File: src/design/tstm_pkg.sv
// Shared types and constants for the touch sample trimmed-mean calibration block.
package tstm_pkg;

    localparam int ADC_BITS       = 12;
    localparam int SUM_W          = ADC_BITS + 4;
    localparam int COEF_W         = 32;
    localparam int SCR_W          = 16;
    localparam int PROD_W         = COEF_W + ADC_BITS + 1;
    localparam int ACC_W          = PROD_W + 2;
    localparam int COUNT_W        = 4;
    localparam int CFG_IDX_W      = 3;
    localparam int AVG_SHIFT_DFLT = 3;
    localparam int COEF_FRAC_DFLT = 16;

    localparam logic [COUNT_W-1:0]  RUN_LEN = COUNT_W'(10);
    localparam logic [ADC_BITS-1:0] ADC_MAX = '1;
    localparam int SCR_MAX = 32767;
    localparam int SCR_MIN = -32768;

    typedef enum logic [CFG_IDX_W-1:0] {
        CFG_GAIN_X_AX = 3'd0,
        CFG_GAIN_X_AY = 3'd1,
        CFG_OFFSET_X  = 3'd2,
        CFG_GAIN_Y_AX = 3'd3,
        CFG_GAIN_Y_AY = 3'd4,
        CFG_OFFSET_Y  = 3'd5
    } t_cfg_reg;

    typedef struct packed {
        logic [ADC_BITS-1:0] adc_x;
        logic [ADC_BITS-1:0] adc_y;
        logic                pen_down;
    } t_in_item;

    typedef struct packed {
        logic                    ok;
        logic [ADC_BITS-1:0]     avg_x;
        logic [ADC_BITS-1:0]     avg_y;
        logic signed [SCR_W-1:0] screen_x;
        logic signed [SCR_W-1:0] screen_y;
    } t_out_item;

    typedef struct packed {
        logic fire;
        logic first;
        logic restart;
    } t_axis_ctrl;

    typedef struct packed {
        logic [SUM_W-1:0]    sum;
        logic [ADC_BITS-1:0] lo;
        logic [ADC_BITS-1:0] hi;
    } t_axis_run;

    typedef struct packed {
        logic en_mul;
        logic en_out;
    } t_aff_ctrl;

endpackage

File: src/design/tstm_axis.sv
// Per-axis run accumulator holding the sum, minimum and maximum of the current run.
module tstm_axis
    import tstm_pkg::*;
(
    input  logic                i_clk,
    input  logic                i_rst_n,
    input  t_axis_ctrl          i_ctrl,
    input  logic [ADC_BITS-1:0] i_sample,
    output t_axis_run           o_run
);

    logic [SUM_W-1:0]    r_sum;
    logic [ADC_BITS-1:0] r_lo;
    logic [ADC_BITS-1:0] r_hi;
    t_axis_run           n_run;

    always_comb begin
        n_run.sum = (i_ctrl.first ? '0 : r_sum) + SUM_W'(i_sample);
        if (i_ctrl.first) begin
            n_run.lo = i_sample;
            n_run.hi = i_sample;
        end else begin
            n_run.lo = (i_sample < r_lo) ? i_sample : r_lo;
            n_run.hi = (i_sample > r_hi) ? i_sample : r_hi;
        end
    end

    assign o_run = n_run;

    always_ff @(posedge i_clk) begin
        if (!i_rst_n) begin
            r_sum <= '0;
            r_lo  <= '0;
            r_hi  <= '0;
        end else if (i_ctrl.fire) begin
            if (i_ctrl.restart) begin
                r_sum <= '0;
                r_lo  <= '0;
                r_hi  <= '0;
            end else begin
                r_sum <= n_run.sum;
                r_lo  <= n_run.lo;
                r_hi  <= n_run.hi;
            end
        end
    end

endmodule

File: config.mk
export PLATFORM = sky130hd
export DESIGN_NAME = tstm_axis
export DESIGN_NICKNAME = d
export VERILOG_FILES = /design/src/design/tstm_pkg.sv /design/src/design/tstm_axis.sv
export SDC_FILE = /design/constraint.sdc
export NUM_CORES = 1
export LEC_CHECK = 0
export ABC_CLOCK_PERIOD_IN_PS = 2700
export BUFFER_PORTS_ARGS = -buffer_cell sky130_fd_sc_hd__buf_2
export CAP_MARGIN = 20
export CORE_ASPECT_RATIO = 1.5
export CORE_MARGIN = 10
export CORE_UTILIZATION = 56
export DETAILED_ROUTE_END_ITERATION = 10
export GPL_ROUTABILITY_DRIVEN = 0
export PLACE_DENSITY = 0.76
export SLEW_MARGIN = 15
export SYNTH_ARGS = -nofsm -noshare
export SYNTH_HDL_FRONTEND = slang
export SYNTH_SLANG_ARGS = --single-unit
File: constraint.sdc
create_clock -name i_clk -period 2.7 [get_ports i_clk]
set_clock_uncertainty 0.05 [all_clocks]
set_input_delay 0.135 -clock i_clk [delete_from_list [all_inputs] [get_ports i_clk]]
set_output_delay 0.135 -clock i_clk [all_outputs]
set_load 0.05 [all_outputs]
==> results_dict.tcl <==
set metrics [dict create \
    status "finished with violations" \
    violations "setup timing" \
    synth_edf_count 0 \
    antennaDiodeCount 0 \
    whs_ns 0.08043 \
    avgViaCountPerCell 5.878 \
    first_pass_iters 4 \
    total_power_mw 1.899 \
    syn_inst 334 \
    die_area_um2 8849 \
    crit_required_ns 2.52 \
    wl_per_cell_um 18.25 \
    worstHoldPathType "input port to register" \
    ir_drop_v 0.0003663 \
    yosysWarnings 0 \
    layout.cells.most_common_list "dfxtp_1, buf_2, a22o_1, ha_1, nor2b_1" \
    dr.first_iter.drc_count 125 \
    synth_seq_area_share 0.2629 \
    grt_pass1_vias 2884 \
    clkSinkCount 40 \
    final_cell_count_no_fill 475 \
    synthDistinctLibCells 56 \
    vias 2792 \
    grt_overflow 0 \
    root_buffer "clkbuf_8" \
    clk_pin_slew_ns 0.09 \
    synth-seq-cells 40 \
    nFillCells 353 \
    crit_path_end_kind "output port" \
    ff_latch_area_um2 813.3 \
    layout_setup_ws_ns -0.009036 \
    grt_start_max_net_pins 22 \
    clk_path_buf_depth 2 \
    reg2regPathDepth 10 \
    grt_usage 0.1923 \
    reg2reg_from "r_hi[11]" \
    io-pin-count 57 \
    setup_viol 3 \
    port_buffers 56 \
    hold_viol 0 \
    grt_pass1_wl_um 13740 \
    worstPathArrival_ns 2.52 \
    antenna_found_initial 0 \
    maxCapViolations 0 \
    initial_core_util 0.5851 \
    die_h_um 110.3 \
    power_density_nw_per_um2 463.0 \
    avgSynthCellArea_um2 9.118 \
    numCtsBuffers 5 \
    dp_hpwl_um 5938 \
    hold_depth 2 \
    mostFrequentLayoutCell "dfxtp_1" \
    clk-insertion-delay-late_ns 0.30 \
    finalMaxSlewViolations 0 \
    post-route-util 0.7877 \
    cts_tree "yes" \
    grt_setup_unrepaired "yes" \
    nets 459 \
    area_delta_synth_final_pct 34.63 \
    drive_gt1_frac 0.4079 \
    startpoint_type "register" \
    hold_start "i_sample[0]" \
    place_area_um2 3468 \
    hold_path_end "r_hi[0]" \
    cp_max_fo 7 \
    slew-limit-headroom 0.5039 \
    wirelength_um 8671 \
    period_share 1.003 \
    fin_crit_ns 2.709 \
    ys.flop_type "dfxtp_1" \
    fin_area_um2 4100 \
    worst_pin_slew_ns 0.7427 \
    core-area_um2 5205 \
    rows 32 \
    leakage_nw 1.843 \
    syn-cell-area_um2 3045 \
    r2r_slack_ns 0.27 \
    antenna_left 0 \
    rr_endpoint "r_hi[7]" \
    path_class "register to output port" \
    fmax_ghz 0.3691 \
    htreeDepth 2 \
    dp.cells 451 \
    die_w_um 80.21 \
    synthArstFlopShare 0 \
    multi_input_area_um2 2377 \
    synth.net_count 387 \
    drc 0 \
]
-- worst max-delay path by stage --
stage                    from   endpoint  slack (ns)  depth (start not counted)
floorplan           i_ctrl[1]  o_run[37]       -0.06                         10
global placement     r_sum[0]  o_run[34]        0.08                          9
detailed placement   r_sum[0]  o_run[34]      -0.006                          9
CTS                  r_sum[2]  o_run[37]       -0.02                          9
global route         r_sum[2]  o_run[37]       -0.12                          9
finish                r_lo[9]  o_run[15]      -0.009                         10
-- where the power goes --
part | total, mW | switching, mW | internal (mW)
Sequential | 0.638 | 0.0191 | 0.618
Combinational | 0.751 | 0.461 | 0.290
Clock | 0.510 | 0.235 | 0.275
-- Yosys cell counts, drive strengths merged (4+ instances only) --
library cell	count	area (um^2)
dfxtp	40	800.8
ha	35	437.9
a22o	28	245.2
inv	26	97.59
nor2b	24	150.1
mux2	23	259.0
a21oi	20	111.4
nor2	18	72.57
nand2	17	63.81
buf	11	62.56
o21ai	9	45.04
xnor2	9	78.83
a21o	7	55.06
nand4	6	37.54
a211o	5	43.79
a22oi	5	37.54
o211ai	5	37.54
xor2	5	43.79
a31oi	4	25.02
nor3	4	30.03
-- cell families (layout without fill, tap and decap cells) --
kind of cell | count (synthesis) | count (layout) | share of synthesized area
and+or+nand+nor | 84 | 84 | 0.1532
AOI/OAI and AO/OA | 96 | 97 | 0.2465
adders and majority gates | 36 | 36 | 0.1504
muxes | 25 | 25 | 0.09162
buffers and inverters | 39 | 111 | 0.05505
DFF | 40 | 40 | 0.2629
xor gates and xnor gates | 14 | 14 | 0.04026
-- repair_timing --
item,in CTS,in global routing
cloned,2,0
resized for setup,67,51
setup endpoints to repair,30,29
pin swaps,9,13
hold buffers,0,0
setup buffers,9,7
-- stage by stage --
step                      setup WS [ns]  setup TNS (ns)
after detailed placement      -0.005888       -0.005888
after global placement          0.07682               0
after global routing            -0.1213         -0.9060
after floorplan                -0.06486         -0.1184
after CTS                      -0.01678        -0.02469
final                         -0.009036        -0.02297
-- critical path: stages (launching register included) --
cell	delay [ns]
dfxtp_2	0.35
inv_1	0.04
ha_1	0.30
a21oi_2	0.18
o21ai_2	0.10
a2111oi_4	0.32
buf_4	0.21
a21oi_4	0.07
buf_12	0.17
mux2_2	0.26
buf_2	0.21
-- sequential cells by signal, indices dropped and copies added, names as in the netlist --
register,count
r_lo,12
r_hi,12
r_sum,16
-- cell type report --
cell class / count / area share
tap: 68 / 0.02075
multi-input combinational: 256 / 0.5798
inverter: 26 / 0.02380
timing repair buffer: 77 / 0.1511
clock inverter: 2 / 0.008544
clock buffer: 6 / 0.01770
sequential: 40 / 0.1984
-- routing by layer --
layer	wire length, um	track usage	up-vias
li1	-	-	1365
met1	3475	0.2011	1358
met2	4735	0.3769	56
met3	319	0.03323	13
met4	140	0.05303	0
met5	0	0	-
Note: power is estimated with default switching activity, not from simulation.
