**src/design/tstm_pkg.sv**
```systemverilog
// Shared types and constants for the touch sample trimmed-mean calibration block.
package tstm_pkg;

    localparam int ADC_BITS       = 12;
    localparam int SUM_W          = ADC_BITS + 4;
    localparam int COEF_W         = 32;
    localparam int SCR_W          = 16;
    localparam int PROD_W         = COEF_W + ADC_BITS + 1;
    localparam int ACC_W          = PROD_W + 2;
    localparam int COUNT_W        = 4;
    localparam int CFG_IDX_W      = 3;
    localparam int AVG_SHIFT_DFLT = 3;
    localparam int COEF_FRAC_DFLT = 16;

    localparam logic [COUNT_W-1:0]  RUN_LEN = COUNT_W'(10);
    localparam logic [ADC_BITS-1:0] ADC_MAX = '1;
    localparam int SCR_MAX = 32767;
    localparam int SCR_MIN = -32768;

    typedef enum logic [CFG_IDX_W-1:0] {
        CFG_GAIN_X_AX = 3'd0,
        CFG_GAIN_X_AY = 3'd1,
        CFG_OFFSET_X  = 3'd2,
        CFG_GAIN_Y_AX = 3'd3,
        CFG_GAIN_Y_AY = 3'd4,
        CFG_OFFSET_Y  = 3'd5
    } t_cfg_reg;

    typedef struct packed {
        logic [ADC_BITS-1:0] adc_x;
        logic [ADC_BITS-1:0] adc_y;
        logic                pen_down;
    } t_in_item;

    typedef struct packed {
        logic                    ok;
        logic [ADC_BITS-1:0]     avg_x;
        logic [ADC_BITS-1:0]     avg_y;
        logic signed [SCR_W-1:0] screen_x;
        logic signed [SCR_W-1:0] screen_y;
    } t_out_item;

    typedef struct packed {
        logic fire;
        logic first;
        logic restart;
    } t_axis_ctrl;

    typedef struct packed {
        logic [SUM_W-1:0]    sum;
        logic [ADC_BITS-1:0] lo;
        logic [ADC_BITS-1:0] hi;
    } t_axis_run;

    typedef struct packed {
        logic en_mul;
        logic en_out;
    } t_aff_ctrl;

endpackage

```
**src/design/tstm_affine.sv**
```systemverilog
// One affine output: registered products, then sum, truncation toward zero and saturation.
module tstm_affine
    import tstm_pkg::*;
#(
    parameter int COEF_FRAC_BITS = COEF_FRAC_DFLT
) (
    input  logic                     i_clk,
    input  t_aff_ctrl                i_ctrl,
    input  logic signed [COEF_W-1:0] i_gain_a,
    input  logic signed [COEF_W-1:0] i_gain_b,
    input  logic signed [COEF_W-1:0] i_offset,
    input  logic [ADC_BITS-1:0]      i_avg_a,
    input  logic [ADC_BITS-1:0]      i_avg_b,
    output logic signed [SCR_W-1:0]  o_screen
);

    localparam logic signed [ACC_W-1:0] SCR_MAX_W = ACC_W'(SCR_MAX);
    localparam logic signed [ACC_W-1:0] SCR_MIN_W = ACC_W'(SCR_MIN);
    localparam logic signed [ACC_W-1:0] BIAS =
        ACC_W'((64'(1) << COEF_FRAC_BITS) - 64'(1));

    logic signed [PROD_W-1:0] r_prod_a;
    logic signed [PROD_W-1:0] r_prod_b;
    logic signed [COEF_W-1:0] r_offset;
    logic signed [SCR_W-1:0]  r_screen;
    logic signed [PROD_W-1:0] n_prod_a;
    logic signed [PROD_W-1:0] n_prod_b;
    logic signed [ACC_W-1:0]  acc;
    logic signed [ACC_W-1:0]  quot;
    logic signed [SCR_W-1:0]  n_screen;

    always_comb begin
        n_prod_a = PROD_W'(i_gain_a) * PROD_W'($signed({1'b0, i_avg_a}));
        n_prod_b = PROD_W'(i_gain_b) * PROD_W'($signed({1'b0, i_avg_b}));
    end

    always_comb begin
        acc  = ACC_W'(r_prod_a) + ACC_W'(r_prod_b) + ACC_W'(r_offset);
        quot = $signed(acc + (acc[ACC_W-1] ? BIAS : '0)) >>> COEF_FRAC_BITS;
        if (quot > SCR_MAX_W) begin
            n_screen = SCR_W'(SCR_MAX);
        end else if (quot < SCR_MIN_W) begin
            n_screen = SCR_W'(SCR_MIN);
        end else begin
            n_screen = quot[SCR_W-1:0];
        end
    end

    always_ff @(posedge i_clk) begin
        if (i_ctrl.en_mul) begin
            r_prod_a <= n_prod_a;
            r_prod_b <= n_prod_b;
            r_offset <= i_offset;
        end
        if (i_ctrl.en_out) begin
            r_screen <= n_screen;
        end
    end

    assign o_screen = r_screen;

endmodule
```
**config.mk**
```make
export PLATFORM = sky130hd
export DESIGN_NAME = tstm_affine
export DESIGN_NICKNAME = d
export VERILOG_FILES = /design/src/design/tstm_pkg.sv /design/src/design/tstm_affine.sv
export SDC_FILE = /design/constraint.sdc
export NUM_CORES = 2
export LEC_CHECK = 0
export BUFFER_PORTS_ARGS = -buffer_cell sky130_fd_sc_hd__buf_2
export CAP_MARGIN = 5
export CORE_MARGIN = 2
export CORE_UTILIZATION = 40
export CTS_CLUSTER_SIZE = 8
export DETAILED_ROUTE_END_ITERATION = 8
export SLEW_MARGIN = 10
export SYNTH_ARGS = -nofsm -noshare
export SYNTH_HDL_FRONTEND = slang
export SYNTH_SLANG_ARGS = --single-unit
```
**constraint.sdc**
```tcl
create_clock -name i_clk -period 7.7 [get_ports i_clk]
set_input_delay 0.385 -clock i_clk [delete_from_list [all_inputs] [get_ports i_clk]]
set_output_delay 0.385 -clock i_clk [all_outputs]
set_load 0.1 [all_outputs]
```
==> results by group <==
STA
  – RSZ-0062 raised after global routing: no
  – Final hold vios: 0
  – Tmin final: 7.19 ns
  – Setup Skew: approximately 0.0084 ns
  – Slew Viols, Final: 0
  – Slew headroom: 0.435
  – Final TNS setup: 0 ns
  – Fmax: roughly 140 MHz
  – Worst-margin pin slew: approximately 0.84 ns
  – Final worst path period share: 0.934
  – Count of final setup violators: 0

Placement
  – RePlAce Congestion: about 0.88
  – Placed cell count: roughly 4800
  – # port buffers: approximately 140
  – Post-DP HPWL: around 68000 um

Floorplan
  – Die X: roughly 300 um
  – I/O pin count: between 100 and 150
  – Initial core utilization: 0.405
  – Std cell rows: 107
  – Die H: 298 um
  – Die area: 0.0888 mm^2
  – Core area: 0.0854 mm^2

CTS
  – CTS tree: built
  – Post-CTS Setup Bufs: 0
  – Clock Latency Late Sink: ~0.44 ns
  – Clock edge transition at the registers on the reported setup and hold paths: approximately 0.060 ns
  – H-tree depth: 4
  – Clk buf depth: 2
  – Cts repair resizes: 0
  – Clock sink count: approximately 140
  – CTS buffer count: 17
  – Root buf cell: clkbuf_16
  – Hold buffers post-CTS: 0

Cells and area
  – Non-filler instance count after layout: ~4800
  – Fill count: roughly 8500
  – Synth-to-Final Area Change: 7.16%
  – Layout cells sized above 1: 0.0644
  – NumNets Final: 4778

Logic synthesis
  – Count of cell types in the netlist: 84
  – Most common cell in the netlist: fa_1
  – Yosys top cell area share: 0.418
  – Ys Warns: 0
  – Synth cell count leaders: 722 x fa_1, 720 x inv_1, 461 x nand2_1, 401 x and2_1, 253 x ha_1
  – Syn nets: 4741
  – Number of enable flip-flop cells after synthesis: around 140
  – Register area share after synthesis: 0.120
  – Number of synthesized register bits: ~140
  – Mapped Cells: 3643
  – Ranking of synthesized cells by area: fa_1 42%, edfxtp_1 12%, ha_1 9.2%
  – Synthesized area per cell: around 9.5 um^2
  – Netlist Area Pre-Place: between 0.03 and 0.04 mm^2
  – Ys flop type: edfxtp_1
  – Post-synth top area cell: fa_1
  – Fraction of registers with async set/reset: 0

Worst setup path
  – Peak per-stage delay on the critical path: between 0.8 and 0.9 ns
  – R2R setup slack: between 0.5 and 0.6 ns
  – WS Path Type: reg2reg
  – Crit path DAT: approximately 7.4 ns
  – R2R depth: 24
  – Buffers and inverters on the worst path: 2
  – Worst Path Required: approximately 7.9 ns
  – CP dominant cell by count: a21o_1
  – CP Capture Type: flip-flop
  – Slowest cell on crit path: edfxtp_1
  – R2R Path End: o_screen[6]
  – CP delay by family, top: compound AO/OA/AOI/OAI gates
  – Cells along the critical path: fa_1 -> ha_1 -> nand2_1 -> or4_1 -> nor3_1 -> a21o_1 -> a21oi_1 -> o21ai_2 -> inv_1 -> ha_1 -> a21o_1 -> a21o_1 -> a21o_1 -> a21oi_1 -> nor3_1 -> and4_1 -> o311a_1 -> mux2i_1 -> o32ai_2 -> a31oi_1 -> o22ai_1 -> nor4_4 -> buf_4 -> o22ai_1
  – Worst setup SP type: flip-flop
  – Worst-path maximum fanout: 14
  – Worst r2r src: r_offset[31]

Global routing
  – Global route total overflow: 0
  – Pin count of the biggest net entering global routing: 63
  – First-pass GRT wire length: between 100000 and 150000 um
  – Vias in the first global route: 26402
  – Overall routing resource usage: 0.188
  – Initial antenna violation count: 4

Route
  – Drt via density: roughly 5
  – WL/cell: ~16 um
  – Top Metal Used: met5
  – Initial drt markers: 1342
  – Total iterations of the first detailed-routing run: 5
  – Final WL: 79800 um
  – Routed wl met2: approximately 40000 um
  – M1 WL: between 30000 and 40000 um
  – Routed vias: 24437
  – Met3 WL: 2680 um
  – DRT antenna net count: 0
  – DRC: 0

Flow run
  – Max-capacitance violation count: 0

Hold path
  – Hold Crit Class: in2reg
  – Hold EP: r_offset[21]
  – Hold Path Cell Cnt: 1
  – Hold Crit Start: i_offset[21]

Run status
  – Run status: complete, no violations
[worst reg2reg max path, cell delays in order, from the launching register on]
cell and delay, ns:
edfxtp_1 0.83, fa_1 0.55, ha_1 0.42, nand2_1 0.08, or4_1 0.57, nor3_1 0.29, a21o_1 0.22, a21oi_1 0.11
o21ai_2 0.31, inv_1 0.15, ha_1 0.33, a21o_1 0.18, a21o_1 0.16, a21o_1 0.17, a21oi_1 0.19, nor3_1 0.08
and4_1 0.21, o311a_1 0.28, mux2i_1 0.44, o32ai_2 0.27, a31oi_1 0.21, o22ai_1 0.13, nor4_4 0.40, buf_4 0.24
o22ai_1 0.10
[cell families after synthesis]
group | Yosys count | share of synthesized area
simple gates | 1130 | 0.166
flops | 138 | 0.120
buf+inv | 879 | 0.0961
mux | 3 | 0.000869
xor+xnor | 131 | 0.0332
fa+ha+maj | 976 | 0.510
compound gates | 386 | 0.0743
[sequential cells by signal, indices dropped and copies added (netlist names)]
name,cells
r_prod_a,45
r_prod_b,45
r_offset,32
o_screen,16
[through the flow]
stage                     utilization  worst slack, ns  instance area [um^2]  hold slack (ns)
after floorplan                     -            0.776                 34600            0.484
after global placement          0.426            0.413                 36400            0.563
after detailed placement        0.426            0.341                 36400            0.563
after CTS                       0.434            0.548                 37000           0.0959
after global routing            0.434           0.0270                 37000           0.0982
final                           0.434            0.512                 37000            0.118
[area by class of cell]
class | count | area, um^2 | share of cell area
Multi-Input combinational cell | 2626 | 27100 | 0.732
Clock inverter | 14 | 244 | 0.00659
Clock buffer | 18 | 429 | 0.0116
Timing Repair Buffer | 177 | 986 | 0.0266
Antenna cell | 2 | 5.00 | 0.000135
Tap cell | 1144 | 1430 | 0.0386
Inverter | 720 | 2700 | 0.0730
Sequential cell | 138 | 4140 | 0.112
[cells in the final DEF, fill, tap and decap left out, types with 6 or more instances in the layout]
cell type    n
nand2_1    461
bufinv_16    6
edfxtp_1   138
buf_4       40
a21o_1      40
o21a_1      21
or3_1       10
nor3_1      39
o21ai_0     56
a31oi_1     11
buf_2      137
nor2b_1     13
o22ai_1     18
xor2_1      40
nor4_1       9
ha_1       253
or2_2       10
o21bai_1    15
nand3_1     33
nand4_1     14
clkbuf_16   17
and2_1     401
nor2_1      77
o211ai_1    11
fa_1       722
and3_1      17
xnor2_1     91
nand2b_1    18
a211oi_1    14
o31ai_1      9
inv_1      720
a21oi_1    116
[worst max path at each step]
stage	start	endpoint	slack (ns)	depth (start not counted)
finish	r_offset[31]	o_screen[6]	0.51	24
global route	r_offset[31]	o_screen[8]	0.03	25
CTS	r_offset[31]	o_screen[10]	0.55	24
detailed placement	i_avg_a[1]	r_prod_a[44]	0.34	24
global placement	i_avg_a[1]	r_prod_a[44]	0.41	24
floorplan	i_avg_b[1]	r_prod_b[43]	0.78	24
[routing by layer]
metal,global-route usage,up-vias
li1,-,11343
met1,0.236,12521
met2,0.336,436
met3,0.0195,133
met4,0.0687,4
met5,0,-
Power is left out: the tool's default activity adds up to more than one toggle a clock period on the data nets, which glitch-free logic cannot reach.
